$ cat src/hdl/bbs_pkg.sv
// ---------------------------------------------------------------------------
// Bounding box and spacing: package
// Field widths, mode codes, reset values and the controller command bundle.
// ---------------------------------------------------------------------------
package bbs_pkg;

  localparam int COORD_W = 32;
  localparam int REC_W   = 32;
  localparam int SUB_W   = 16;
  localparam int MODE_W  = 2;
  localparam int SUM_W   = 57;
  localparam int CNT_W   = 25;
  localparam int BOX_W   = 34;
  localparam int GRID_W  = 33;

  localparam int MAX_POINTS = 16777216;

  // Neighbor distance limit for record and sub-record tests
  localparam int NEAR_LIMIT = 3;

  // 5% margin as a Q16 multiplier
  localparam int MARGIN_MULT   = 3277;
  localparam int MARGIN_MULT_W = 12;
  localparam int MARGIN_SHIFT  = 16;
  localparam int PROD_W        = COORD_W + MARGIN_MULT_W;
  localparam int MARG_W        = PROD_W - MARGIN_SHIFT;

  // Divider: numerator is twice the step sum
  localparam int NUM_W     = SUM_W + 1;
  localparam int DIV_STEPS = NUM_W;
  localparam int DCNT_W    = $clog2(DIV_STEPS);

  localparam logic [MODE_W-1:0] MODE_SAME_REC = 2'd0;
  localparam logic [MODE_W-1:0] MODE_NEAR_REC = 2'd1;
  localparam logic [MODE_W-1:0] MODE_NO_SPACE = 2'd2;

  localparam logic signed [COORD_W-1:0] COORD_POS_MAX = {1'b0, {(COORD_W-1){1'b1}}};
  localparam logic signed [COORD_W-1:0] COORD_NEG_MAX = {1'b1, {(COORD_W-1){1'b0}}};

  typedef struct packed {
    logic accept;    // point taken this cycle
    logic finish;    // point taken and it closes the batch
    logic div_step;  // advance both dividers one bit
    logic out_load;  // capture a result into the output register
  } cmd_t;

endpackage

$ cat src/hdl/bbs_if.sv
// ---------------------------------------------------------------------------
// Bounding box and spacing: channel interfaces
// Valid/ready channels for configuration, points and results.
// ---------------------------------------------------------------------------
interface bbs_cfg_if;
  import bbs_pkg::*;
  logic              valid;
  logic              ready;
  logic [MODE_W-1:0] spacing_mode;
  modport source (output valid, output spacing_mode, input ready);
  modport sink   (input valid, input spacing_mode, output ready);
endinterface

interface bbs_in_if;
  import bbs_pkg::*;
  logic                      valid;
  logic                      ready;
  logic signed [COORD_W-1:0] x_coord;
  logic signed [COORD_W-1:0] y_coord;
  logic [REC_W-1:0]          record_number;
  logic [SUB_W-1:0]          sub_record;
  logic                      is_last;
  modport source (output valid, output x_coord, output y_coord, output record_number,
                  output sub_record, output is_last, input ready);
  modport sink   (input valid, input x_coord, input y_coord, input record_number,
                  input sub_record, input is_last, output ready);
endinterface

interface bbs_out_if;
  import bbs_pkg::*;
  logic                    valid;
  logic                    ready;
  logic signed [BOX_W-1:0] box_min_x;
  logic signed [BOX_W-1:0] box_max_x;
  logic signed [BOX_W-1:0] box_min_y;
  logic signed [BOX_W-1:0] box_max_y;
  logic [GRID_W-1:0]       grid_x;
  logic [GRID_W-1:0]       grid_y;
  logic [CNT_W-1:0]        total_points;
  logic                    spacing_valid;
  modport source (output valid, output box_min_x, output box_max_x, output box_min_y,
                  output box_max_y, output grid_x, output grid_y, output total_points,
                  output spacing_valid, input ready);
  modport sink   (input valid, input box_min_x, input box_max_x, input box_min_y,
                  input box_max_y, input grid_x, input grid_y, input total_points,
                  input spacing_valid, output ready);
endinterface

$ cat src/hdl/bbs_divider.sv
// ---------------------------------------------------------------------------
// Bounding box and spacing: radix-2 divider
// Restoring divide, one quotient bit per step; quotient replaces numerator.
// ---------------------------------------------------------------------------
module bbs_divider (
  input  logic                       clk,
  input  logic                       start,
  input  logic                       step,
  input  logic [bbs_pkg::NUM_W-1:0]  num_in,
  input  logic [bbs_pkg::CNT_W-1:0]  den_in,
  output logic [bbs_pkg::NUM_W-1:0]  quo
);
  import bbs_pkg::*;

  logic [NUM_W-1:0] num;
  logic [CNT_W-1:0] den;
  logic [CNT_W-1:0] rem;
  logic [CNT_W:0]   rem_sh;
  logic [CNT_W:0]   rem_sub;
  logic             fits;

  assign rem_sh  = {rem, num[NUM_W-1]};
  assign rem_sub = rem_sh - {1'b0, den};
  assign fits    = rem_sh >= {1'b0, den};

  always_ff @(posedge clk) begin
    if (start) begin
      num <= num_in;
      den <= den_in;
      rem <= '0;
    end else if (step) begin
      num <= {num[NUM_W-2:0], fits};
      rem <= fits ? rem_sub[CNT_W-1:0] : rem_sh[CNT_W-1:0];
    end
  end

  assign quo = num;

endmodule

$ cat src/hdl/bbs_datapath.sv
// ---------------------------------------------------------------------------
// Bounding box and spacing: datapath
// Running extremes, neighbor step sums, margin multiply, dividers, result reg.
// ---------------------------------------------------------------------------
module bbs_datapath (
  input  logic                              clk,
  input  logic                              rst,
  input  bbs_pkg::cmd_t                     cmd,
  input  logic                              cfg_we,
  input  logic [bbs_pkg::MODE_W-1:0]        cfg_mode,
  input  logic signed [bbs_pkg::COORD_W-1:0] x_coord,
  input  logic signed [bbs_pkg::COORD_W-1:0] y_coord,
  input  logic [bbs_pkg::REC_W-1:0]         record_number,
  input  logic [bbs_pkg::SUB_W-1:0]         sub_record,
  output logic signed [bbs_pkg::BOX_W-1:0]  box_min_x,
  output logic signed [bbs_pkg::BOX_W-1:0]  box_max_x,
  output logic signed [bbs_pkg::BOX_W-1:0]  box_min_y,
  output logic signed [bbs_pkg::BOX_W-1:0]  box_max_y,
  output logic [bbs_pkg::GRID_W-1:0]        grid_x,
  output logic [bbs_pkg::GRID_W-1:0]        grid_y,
  output logic [bbs_pkg::CNT_W-1:0]         total_points,
  output logic                              spacing_valid
);
  import bbs_pkg::*;

  logic [MODE_W-1:0] mode;

  // running state
  logic signed [COORD_W-1:0] run_min_x, run_max_x, run_min_y, run_max_y;
  logic signed [COORD_W-1:0] prev_x, prev_y;
  logic [REC_W-1:0]          prev_record;
  logic [SUB_W-1:0]          prev_sub;
  logic                      have_prev;
  logic [SUM_W-1:0]          step_sum_x, step_sum_y;
  logic [CNT_W-1:0]          pair_count, point_count;

  logic signed [COORD_W-1:0] min_x_next, max_x_next, min_y_next, max_y_next;
  logic [SUM_W-1:0]          sum_x_next, sum_y_next;
  logic [CNT_W-1:0]          pair_next, point_next;

  logic [COORD_W:0] dx_raw, dy_raw;
  logic [COORD_W-1:0] dx_abs, dy_abs;
  logic [REC_W:0]   drec_raw;
  logic [REC_W-1:0] drec_abs;
  logic [SUB_W:0]   dsub_raw;
  logic [SUB_W-1:0] dsub_abs;
  logic             rec_near, sub_near, rec_same, rule_ok, take_pair;

  // finishing stage
  logic signed [COORD_W-1:0] snap_min_x, snap_max_x, snap_min_y, snap_max_y;
  logic [CNT_W-1:0]          snap_points;
  logic                      snap_has_pairs;
  logic [COORD_W-1:0]        ext_x, ext_y;
  logic [PROD_W-1:0]         prod_x, prod_y;
  logic [MARG_W-1:0]         marg_x, marg_y;
  logic [NUM_W-1:0]          quo_x, quo_y;

  always_ff @(posedge clk) begin
    if (rst) begin
      mode <= MODE_SAME_REC;
    end else if (cfg_we) begin
      mode <= cfg_mode;
    end
  end

  // extremes
  assign min_x_next = (x_coord < run_min_x) ? x_coord : run_min_x;
  assign max_x_next = (x_coord > run_max_x) ? x_coord : run_max_x;
  assign min_y_next = (y_coord < run_min_y) ? y_coord : run_min_y;
  assign max_y_next = (y_coord > run_max_y) ? y_coord : run_max_y;

  // absolute steps; the true difference always fits the unsigned width
  assign dx_raw = {x_coord[COORD_W-1], x_coord} - {prev_x[COORD_W-1], prev_x};
  assign dy_raw = {y_coord[COORD_W-1], y_coord} - {prev_y[COORD_W-1], prev_y};
  assign dx_abs = dx_raw[COORD_W] ? COORD_W'(-dx_raw) : dx_raw[COORD_W-1:0];
  assign dy_abs = dy_raw[COORD_W] ? COORD_W'(-dy_raw) : dy_raw[COORD_W-1:0];

  assign drec_raw = {1'b0, record_number} - {1'b0, prev_record};
  assign drec_abs = drec_raw[REC_W] ? REC_W'(-drec_raw) : drec_raw[REC_W-1:0];
  assign dsub_raw = {1'b0, sub_record} - {1'b0, prev_sub};
  assign dsub_abs = dsub_raw[SUB_W] ? SUB_W'(-dsub_raw) : dsub_raw[SUB_W-1:0];

  assign rec_same = record_number == prev_record;
  assign rec_near = drec_abs < REC_W'(NEAR_LIMIT);
  assign sub_near = dsub_abs < SUB_W'(NEAR_LIMIT);

  always_comb begin
    case (mode)
      MODE_SAME_REC: rule_ok = rec_same && sub_near;
      MODE_NEAR_REC: rule_ok = rec_near;
      default:       rule_ok = 1'b0;
    endcase
  end

  assign take_pair = have_prev && rule_ok && (pair_count < CNT_W'(MAX_POINTS - 1));

  assign sum_x_next = take_pair ? step_sum_x + SUM_W'(dx_abs) : step_sum_x;
  assign sum_y_next = take_pair ? step_sum_y + SUM_W'(dy_abs) : step_sum_y;
  assign pair_next  = take_pair ? pair_count + 1'b1 : pair_count;
  assign point_next = (point_count < CNT_W'(MAX_POINTS)) ? point_count + 1'b1 : point_count;

  always_ff @(posedge clk) begin
    if (rst || cmd.finish) begin
      run_min_x   <= COORD_POS_MAX;
      run_max_x   <= COORD_NEG_MAX;
      run_min_y   <= COORD_POS_MAX;
      run_max_y   <= COORD_NEG_MAX;
      prev_x      <= '0;
      prev_y      <= '0;
      prev_record <= '0;
      prev_sub    <= '0;
      have_prev   <= 1'b0;
      step_sum_x  <= '0;
      step_sum_y  <= '0;
      pair_count  <= '0;
      point_count <= '0;
    end else if (cmd.accept) begin
      run_min_x   <= min_x_next;
      run_max_x   <= max_x_next;
      run_min_y   <= min_y_next;
      run_max_y   <= max_y_next;
      prev_x      <= x_coord;
      prev_y      <= y_coord;
      prev_record <= record_number;
      prev_sub    <= sub_record;
      have_prev   <= 1'b1;
      step_sum_x  <= sum_x_next;
      step_sum_y  <= sum_y_next;
      pair_count  <= pair_next;
      point_count <= point_next;
    end
  end

  // batch totals frozen while the divide runs
  always_ff @(posedge clk) begin
    if (cmd.finish) begin
      snap_min_x     <= min_x_next;
      snap_max_x     <= max_x_next;
      snap_min_y     <= min_y_next;
      snap_max_y     <= max_y_next;
      snap_points    <= point_next;
      snap_has_pairs <= pair_next != '0;
    end
  end

  // margin: extent register, then multiply register
  assign prod_x = PROD_W'(ext_x) * PROD_W'(MARGIN_MULT);
  assign prod_y = PROD_W'(ext_y) * PROD_W'(MARGIN_MULT);

  always_ff @(posedge clk) begin
    ext_x  <= COORD_W'(snap_max_x - snap_min_x);
    ext_y  <= COORD_W'(snap_max_y - snap_min_y);
    marg_x <= prod_x[PROD_W-1:MARGIN_SHIFT];
    marg_y <= prod_y[PROD_W-1:MARGIN_SHIFT];
  end

  bbs_divider u_div_x (
    .clk    (clk),
    .start  (cmd.finish),
    .step   (cmd.div_step),
    .num_in ({sum_x_next, 1'b0}),
    .den_in (pair_next),
    .quo    (quo_x)
  );

  bbs_divider u_div_y (
    .clk    (clk),
    .start  (cmd.finish),
    .step   (cmd.div_step),
    .num_in ({sum_y_next, 1'b0}),
    .den_in (pair_next),
    .quo    (quo_y)
  );

  always_ff @(posedge clk) begin
    if (cmd.out_load) begin
      box_min_x     <= BOX_W'(snap_min_x) - BOX_W'(marg_x);
      box_max_x     <= BOX_W'(snap_max_x) + BOX_W'(marg_x);
      box_min_y     <= BOX_W'(snap_min_y) - BOX_W'(marg_y);
      box_max_y     <= BOX_W'(snap_max_y) + BOX_W'(marg_y);
      grid_x        <= snap_has_pairs ? quo_x[GRID_W-1:0] : '0;
      grid_y        <= snap_has_pairs ? quo_y[GRID_W-1:0] : '0;
      total_points  <= snap_points;
      spacing_valid <= snap_has_pairs;
    end
  end

endmodule

$ cat src/hdl/bbs_ctrl.sv
// ---------------------------------------------------------------------------
// Bounding box and spacing: controller
// Accept points, run the divide sequence, hand the result to the output reg.
// ---------------------------------------------------------------------------
module bbs_ctrl (
  input  logic          clk,
  input  logic          rst,
  input  logic          in_valid,
  input  logic          in_is_last,
  output logic          in_ready,
  input  logic          out_ready,
  output logic          out_valid,
  output bbs_pkg::cmd_t cmd
);
  import bbs_pkg::*;

  localparam logic [1:0] S_ACCUM = 2'd0;
  localparam logic [1:0] S_DIV   = 2'd1;
  localparam logic [1:0] S_HOLD  = 2'd2;

  logic [1:0]        state;
  logic [DCNT_W-1:0] step_cnt;
  logic              out_free;

  assign in_ready     = state == S_ACCUM;
  assign out_free     = !out_valid || out_ready;
  assign cmd.accept   = in_valid && in_ready;
  assign cmd.finish   = cmd.accept && in_is_last;
  assign cmd.div_step = state == S_DIV;
  assign cmd.out_load = (state == S_HOLD) && out_free;

  always_ff @(posedge clk) begin
    if (rst) begin
      state    <= S_ACCUM;
      step_cnt <= '0;
    end else begin
      case (state)
        S_ACCUM: begin
          if (cmd.finish) begin
            state    <= S_DIV;
            step_cnt <= '0;
          end
        end
        S_DIV: begin
          step_cnt <= step_cnt + 1'b1;
          if (step_cnt == DCNT_W'(DIV_STEPS - 1)) begin
            state <= S_HOLD;
          end
        end
        S_HOLD: begin
          if (out_free) begin
            state <= S_ACCUM;
          end
        end
        default: begin
          state <= S_ACCUM;
        end
      endcase
    end
  end

  always_ff @(posedge clk) begin
    if (rst) begin
      out_valid <= 1'b0;
    end else if (cmd.out_load) begin
      out_valid <= 1'b1;
    end else if (out_ready) begin
      out_valid <= 1'b0;
    end
  end

endmodule

$ cat src/hdl/bounding_box_and_spacing.sv
// ---------------------------------------------------------------------------
// Bounding box and spacing: top level
// Survey-point batch to padded bounding box and mean neighbor spacing.
// ---------------------------------------------------------------------------
// Points stream in one per clock while in_ready is high. Each accepted point
// updates the running x/y extremes and, when it is a neighbor of the
// previous point under the spacing_mode rule, the absolute step sums and
// pair count. The point that carries is_last closes the batch: the
// accumulators are cleared in that same cycle and the totals move into a
// finishing stage, so in_ready drops while two radix-2 dividers (one
// quotient bit per cycle, 58 bits) form 2*sum/pairs. The result then sits
// in the output register; a new batch may stream in while it waits, and
// only that batch's finishing stage waits for the output register to empty,
// with in_ready low meanwhile. One point per cycle outside finishing stages.
// spacing_mode may be written whenever no batch is open and no result
// is pending; cfg.ready is always high.
// ---------------------------------------------------------------------------
module bounding_box_and_spacing (
  input  logic     clk,
  input  logic     rst,
  bbs_cfg_if.sink  cfg,
  bbs_in_if.sink   points,
  bbs_out_if.source result
);
  import bbs_pkg::*;

  cmd_t cmd;

  // Config is a single register, so a write transaction completes at once.
  assign cfg.ready = 1'b1;

  bbs_ctrl u_ctrl (
    .clk        (clk),
    .rst        (rst),
    .in_valid   (points.valid),
    .in_is_last (points.is_last),
    .in_ready   (points.ready),
    .out_ready  (result.ready),
    .out_valid  (result.valid),
    .cmd        (cmd)
  );

  // Datapath: accumulators, margin multiply, dividers and the result register.
  bbs_datapath u_dp (
    .clk           (clk),
    .rst           (rst),
    .cmd           (cmd),
    .cfg_we        (cfg.valid),
    .cfg_mode      (cfg.spacing_mode),
    .x_coord       (points.x_coord),
    .y_coord       (points.y_coord),
    .record_number (points.record_number),
    .sub_record    (points.sub_record),
    .box_min_x     (result.box_min_x),
    .box_max_x     (result.box_max_x),
    .box_min_y     (result.box_min_y),
    .box_max_y     (result.box_max_y),
    .grid_x        (result.grid_x),
    .grid_y        (result.grid_y),
    .total_points  (result.total_points),
    .spacing_valid (result.spacing_valid)
  );

endmodule

$ cat src/flat_wrapper.sv
// flat-port wrapper written by rule: the top's interface ports become plain ports
module bounding_box_and_spacing_flat import bbs_pkg::*;
  (clk, rst, cfg_valid, cfg_spacing_mode, cfg_ready, points_valid, points_x_coord, points_y_coord, points_record_number, points_sub_record, points_is_last, points_ready, result_valid, result_box_min_x, result_box_max_x, result_box_min_y, result_box_max_y, result_grid_x, result_grid_y, result_total_points, result_spacing_valid, result_ready);
  bbs_cfg_if cfg_i ();
  bbs_in_if points_i ();
  bbs_out_if result_i ();
  input  logic clk;
  input  logic rst;
  input wire logic [$bits(cfg_i.valid)-1:0] cfg_valid;
  input wire logic [$bits(cfg_i.spacing_mode)-1:0] cfg_spacing_mode;
  output wire logic [$bits(cfg_i.ready)-1:0] cfg_ready;
  input wire logic [$bits(points_i.valid)-1:0] points_valid;
  input wire logic [$bits(points_i.x_coord)-1:0] points_x_coord;
  input wire logic [$bits(points_i.y_coord)-1:0] points_y_coord;
  input wire logic [$bits(points_i.record_number)-1:0] points_record_number;
  input wire logic [$bits(points_i.sub_record)-1:0] points_sub_record;
  input wire logic [$bits(points_i.is_last)-1:0] points_is_last;
  output wire logic [$bits(points_i.ready)-1:0] points_ready;
  output wire logic [$bits(result_i.valid)-1:0] result_valid;
  output wire logic [$bits(result_i.box_min_x)-1:0] result_box_min_x;
  output wire logic [$bits(result_i.box_max_x)-1:0] result_box_max_x;
  output wire logic [$bits(result_i.box_min_y)-1:0] result_box_min_y;
  output wire logic [$bits(result_i.box_max_y)-1:0] result_box_max_y;
  output wire logic [$bits(result_i.grid_x)-1:0] result_grid_x;
  output wire logic [$bits(result_i.grid_y)-1:0] result_grid_y;
  output wire logic [$bits(result_i.total_points)-1:0] result_total_points;
  output wire logic [$bits(result_i.spacing_valid)-1:0] result_spacing_valid;
  input wire logic [$bits(result_i.ready)-1:0] result_ready;
  assign cfg_i.valid = cfg_valid;
  assign cfg_i.spacing_mode = cfg_spacing_mode;
  assign cfg_ready = cfg_i.ready;
  assign points_i.valid = points_valid;
  assign points_i.x_coord = points_x_coord;
  assign points_i.y_coord = points_y_coord;
  assign points_i.record_number = points_record_number;
  assign points_i.sub_record = points_sub_record;
  assign points_i.is_last = points_is_last;
  assign points_ready = points_i.ready;
  assign result_valid = result_i.valid;
  assign result_box_min_x = result_i.box_min_x;
  assign result_box_max_x = result_i.box_max_x;
  assign result_box_min_y = result_i.box_min_y;
  assign result_box_max_y = result_i.box_max_y;
  assign result_grid_x = result_i.grid_x;
  assign result_grid_y = result_i.grid_y;
  assign result_total_points = result_i.total_points;
  assign result_spacing_valid = result_i.spacing_valid;
  assign result_i.ready = result_ready;
  bounding_box_and_spacing u_core (.clk(clk), .rst(rst), .cfg(cfg_i), .points(points_i), .result(result_i));
endmodule
$ cat config.mk
export PLATFORM = sky130hd
export DESIGN_NAME = bounding_box_and_spacing_flat
export DESIGN_NICKNAME = d
export VERILOG_FILES = /design/src/hdl/bbs_pkg.sv /design/src/hdl/bbs_if.sv /design/src/hdl/bbs_divider.sv /design/src/hdl/bbs_datapath.sv /design/src/hdl/bbs_ctrl.sv /design/src/hdl/bounding_box_and_spacing.sv /design/src/flat_wrapper.sv
export SDC_FILE = /design/constraint.sdc
export NUM_CORES = 2
export LEC_CHECK = 0
export ABC_AREA = 1
export BUFFER_PORTS_ARGS = -buffer_cell sky130_fd_sc_hd__buf_2
export CAP_MARGIN = 25
export CELL_PAD_IN_SITES_DETAIL_PLACEMENT = 1
export CELL_PAD_IN_SITES_GLOBAL_PLACEMENT = 1
export CORE_AREA = 5 5 343 514
export DETAILED_ROUTE_END_ITERATION = 10
export DIE_AREA = 0 0 348 519
export HOLD_SLACK_MARGIN = 0.08
export MAX_ROUTING_LAYER = met4
export PLACE_DENSITY = 0.8
export SLEW_MARGIN = 30
export SYNTH_ARGS = -nofsm -noshare
export SYNTH_HDL_FRONTEND = slang
export SYNTH_SLANG_ARGS = --single-unit
$ cat constraint.sdc
create_clock -name clk -period 14.4 [get_ports clk]
set_input_delay 2.16 -clock clk [delete_from_list [all_inputs] [get_ports clk]]
set_output_delay 2.16 -clock clk [all_outputs]
set_load 0.01 [all_outputs]
# Word-level counts from Yosys, hierarchy flattened
# Index checks and enable logic that the tools add are counted.
# totals
output_inout_bits	231
latchBits	0
regBits	1109
word_cells	127
input_bits	120
ram_bits	0
rom_bits	0
n_memories	0
# op_classes
n_addsub	21
n_eq_ne	8
reduce_logical	17
muxes	27
magnitude_cmp	10
n_bitwise	0
n_mul	2
shift	0
n_div	0
# ops
op	n
$mux W58	4
$mux W32	7
$add A57 B32 Y57	2
$mux W57	2
$mux W25	4
$sub A32 B32 Y33	3
$neg A32 Y32	3
$mul A32 B12 Y44 const B	2
$add A32 B29 Y33	2
$sub A32 B29 Y33	2
$gt A32 B32 Y1	2
$lt A32 B32 Y1	2
$sub A32 B32 Y32	2
$ge A26 B25 Y1	2
$add A25 B1 Y25 const B	2
$sub A25 B25 Y25	2
$eq A32 B32 Y1	1
$lt A32 B2 Y1 const B	1
$lt A25 B24 Y1 const B	1
$lt A25 B25 Y1 const B	1
$reduce_bool A25 Y1	1
$sub A16 B16 Y17	1
$lt A16 B2 Y1 const B	1
$mux W16	1
other kinds (20)	34

# Depth between registers and ports, before layout
# logic_depth
ltp_word	10
ltp_mapped	47
depth_no_buf	46

# Cells and area by module
# Synthesis repeated with hierarchy kept, for this count alone.
# unflattened
hier_cells	10834
area_unflattened_um2	84502.3
# modules_own_cells
mod	area_per_inst_um2	seq_area_each_um2	cells_per_inst	instances
bbs_datapath	71055.6	21901.0	9012	1
bbs_divider at u_core.u_dp.u_div_x	6538.8	2992.9	890	1
bbs_divider at u_core.u_dp.u_div_y	6428.7	2992.9	863	1
bbs_ctrl	467.9	180.2	67	1
bounding_box_and_spacing	11.3	0.0	2	1

# Worst setup path after synthesis
# OpenSTA, ideal clock, no wires.
# synth_path
kind	input to register
startpoint	in result_ready
endpoint	reg u_core.u_dp.box_max_x[0] (netlist bit) (enable)
path_stages	2
path_buffers	0
required_ns	13.582
setup_ns	0.818
slack_ns	1.993
t_arrival_ns	11.589
path_cell_list	nor2_1 nor2_1
# synth_rtl
element	line_no	rtl
from (decl)	flat_wrapper.sv:28	input wire logic [$bits(result_i.ready)-1:0] result_ready;
to (signal assigned)	bbs_datapath.sv:178	box_max_x <= BOX_W'(snap_max_x) + BOX_W'(marg_x);
to (decl)	bbs_datapath.sv:16	output logic signed [bbs_pkg::BOX_W-1:0] box_max_x,

# Worst setup path in the final report
# layout_path
startpoint	in points_x_coord[0]
endpoint	reg u_core.u_dp.u_div_x.num[46], in the netlist u_core.u_dp.u_div_x.quo[46] (data pin)
# layout_between
elab_chain_cells	6
# layout_rtl
element	line_no	rtl
from (decl)	flat_wrapper.sv:13	input wire logic [$bits(points_i.x_coord)-1:0] points_x_coord;
$sub A32 B32 Y33 (*)	bbs_datapath.sv:73	assign dx_raw = {x_coord[COORD_W-1], x_coord} - {prev_x[COORD_W-1], prev_x};
$neg A32 Y32	bbs_datapath.sv:75	assign dx_abs = dx_raw[COORD_W] ? COORD_W'(-dx_raw) : dx_raw[COORD_W-1:0];
$mux W32 (*)	bbs_datapath.sv:75	
$add A57 B32 Y57 (*)	bbs_datapath.sv:97	assign sum_x_next = take_pair ? step_sum_x + SUM_W'(dx_abs) : step_sum_x;
$mux W57 (*)	bbs_datapath.sv:97	
$mux W58 (*)	bbs_divider.sv:27	if (start) begin
to (signal assigned)	bbs_divider.sv:28	num <= num_in;
to (signal assigned)	bbs_divider.sv:32	num <= {num[NUM_W-2:0], fits};
to (decl)	bbs_divider.sv:15	logic [NUM_W-1:0] num;
# Mark *: on every way between the ends. The rest lies on a longest branch, timed or not.
# A chain may end at the register's enable or synchronous reset.

==> summary.md <==
| Metric | Value |
|---|---|
| Max-cap viol count | 0 |
| Postcts setup bufs | 0 |
| Slew at the pin with the worst max-slew slack | 1039 ps |
| Vias per cell | 5.518 |
| Ys Warns | 0 |
| Period utilization | 0.7195 |
| Yosys reg bits | 1105 |
| Final min period | 10360 ps |
| Mapped Area | just over 80000 um2 |
| Fill cells | roughly 21000 |
| GRT overflow | 0 |
| Die height | 519 um |
| DIE AREA | 180600 um2 |
| Hold Path Class | reg2reg |
| Slowest cell on crit path | a21boi_0 |
| Synth unique cells | 64 |
| Critical path type | in2reg |
| Max incr delay on CP | 740 ps |
| Port bufs | about 350 |
| CTS sink cnt | 1105 |
| Register Area | between 20000 and 30000 um2 |
| Starting Density | 0.4779 |
| First-pass GRT wire length | 415700 um |
| Clk_skew | between 30 and 40 ps |
| Core Area | 170800 um2 |
| Seq/Total Area, Yosys | 0.3343 |
| Synth Instances | 10200 |
| Final non-filler cell area | around 90000 um2 |
| Pin count of the biggest net entering global routing | 142 |
| Slew margin rel. | 0.3010 |
| DRC errors left | 0 |
| Post-synth EDFFs | between 500 and 600 |
| Share of post-route cells with drive strength above 1 | 0.06511 |
| CP Data Arrival Time | 10890 ps |
| Synth Flop Type | dfxtp_1 |
| Hold Fails Final Rpt | 0 |
| Worst-skew pair later-pin latency | 790 ps |
| Net count, final | 11740 |
| # setup viols final | 0 |
| Boundary Pins | 351 |
| Iter 0 DRT Violations | 3019 |
| CTS Buf Count | 116 |
| Drt total wl | roughly 260000 um |
| DP Wirelength | 208600 um |
| Multi-input gate area | 46730 um2 |
| Final GP Congestion | 0.9572 |
| RSZ-0062 raised after global routing | no |
| Post-CTS sizing | 0 |
| Pins over their slew limit | 0 |
| Startpoint types | input port |
| Clock transition at the registers of the reported paths | about 60 ps |
| Dpl cell area | 85600 um2 |
| Via count | 70840 |
| Max clock buf depth | 3 |
| Most frequent CP cell | nand2_1 |
| CP Max Fanout | 21 |
| Total Routing Usage GR | 0.2936 |
| Synth-to-Final Area Change | 9.904% |
| Mapped Nets | ~11000 |
| H-tree levels | 3 |
| Status | complete, no violations |
| Number of global-route vias before repair | 77210 |
| Die X | 348 um |
| Async SR Flop Fraction | 0 |
| Initial antenna violation count | 19 |
| Row count | between 150 and 200 |
| CTS tree | yes |
| Wire per inst | between 20 and 25 um |
| Setup tns final | 0 ps |
| Worst setup EP type | flip-flop |
| Avg Cell Area, Syn | between 8 and 9 um2 |
| CTS Hold Bufs | 0 |
| DRT antenna net count | 0 |
| DRT Pass-1 Iters | 5 |
| Root buf cell | clkbuf_16 |
| Peak Freq | approximately 97 MHz |
| Worst EP required | 14930 ps |
[cell usage after synthesis (78+ instances only)]
master    number  area (um2)
nand2_1     2045        7676
inv_1       1757        6595
a21oi_1      957        4790
ha_1         865       10820
nor2_1       624        2342
o21ai_0      611        3058
dfxtp_1      588       11770
edfxtp_1     517       15520
xor2_1       390        3416
fa_1         290        5806
nand3_1      280        1401
clkbuf_1     203       762.0
xnor2_1      158        1384
nor3_1       112       560.5
o211ai_1     103       773.2
nand4_1       92       575.6
a22o_1        78       683.2
[state kept, by name (all words and copies together), names as in the netlist, 57 cells and up]
name	cells
u_core.u_dp.step_sum_y	57
u_core.u_dp.step_sum_x	57
u_core.u_dp.u_div_y.quo	58
u_core.u_dp.u_div_x.quo	58
[kinds of logic after synthesis]
kind of cell,Yosys count,share of synthesized area
and+or+nand+nor,3283,0.1652
buffers and inverters,2021,0.09395
AOI/OAI and AO/OA,2087,0.1439
xor gates and xnor gates,548,0.05879
adders and majority gates,1155,0.2037
other,1,0.00004593
DFF,1105,0.3343
muxes,1,0.0001226
[final timing paths]
path / start / end / slack, ps / depth (start not counted)
setup reg to reg: u_core.u_dp.prev_x[0] / u_core.u_dp.u_div_x.quo[46] / 5320 / 40
hold / removal: u_core.u_dp.snap_points[12] / u_core.u_dp.total_points[12] / 420 / 0
hold reg to reg: u_core.u_dp.snap_points[12] / u_core.u_dp.total_points[12] / 420 / 0
setup / recovery: points_x_coord[0] / u_core.u_dp.u_div_x.quo[46] / 4040 / 42
[per-layer routing]
layer,track usage,vias to the layer above,part of all wire
li1,-,33990,-
met5,-,-,0
met3,0.02899,493,0.034
met1,0.3227,35090,0.40
met4,0.1180,0,0.045
met2,0.5424,1255,0.52
[area by class of cell]
| class | instances | area share |
|---|---|---|
| multi-input combinational | 7075 | 0.5208 |
| inverter | 1773 | 0.07441 |
| tap | 2256 | 0.03146 |
| clock buffer | 140 | 0.03450 |
| sequential | 1105 | 0.3042 |
| clock inverter | 82 | 0.01085 |
| timing repair buffer | 391 | 0.02329 |
| antenna | 16 | 0.0004462 |
[cell usage in the layout (no fill, tap or decap), drive strengths merged, types with 140 or more instances in the layout]
cell type,netlist,final
nand2,2075,2075
inv,1767,1777
a21oi,962,962
ha,865,865
o21ai,654,654
nor2,645,645
dfxtp,588,588
edfxtp,517,517
buf,45,391
xor2,390,390
fa,290,290
nand3,286,286
xnor2,158,158
clkbuf,203,140
[per-stage QoR]
| step | worst slack, ps | std cells | hold WS (ps) | util |
|---|---|---|---|---|
| after detailed placement | 3440 | 12600 | 407.5 | 0.5011 |
| final | 4040 | 12840 | 415.8 | 0.5253 |
| after floorplan | 1993 | 10200 | 400.3 | - |
| after global routing | 3372 | 12840 | 424.3 | 0.5252 |
| after global placement | 3876 | 12600 | 403.7 | 0.5011 |
| after CTS | 4253 | 12820 | 414.9 | 0.5249 |
[worst max-delay path, delay by kind of cell]
| kind | cells | cell delay, ps |
|---|---|---|
| buf+inv | 5 | 940 |
| compound gates | 17 | 4890 |
| fa+ha+maj | 3 | 910 |
| xor+xnor | 2 | 350 |
| simple gates | 15 | 1640 |
Power is left out: the tool's default activity adds up to more than one toggle a clock period on the data nets, which glitch-free logic cannot reach.
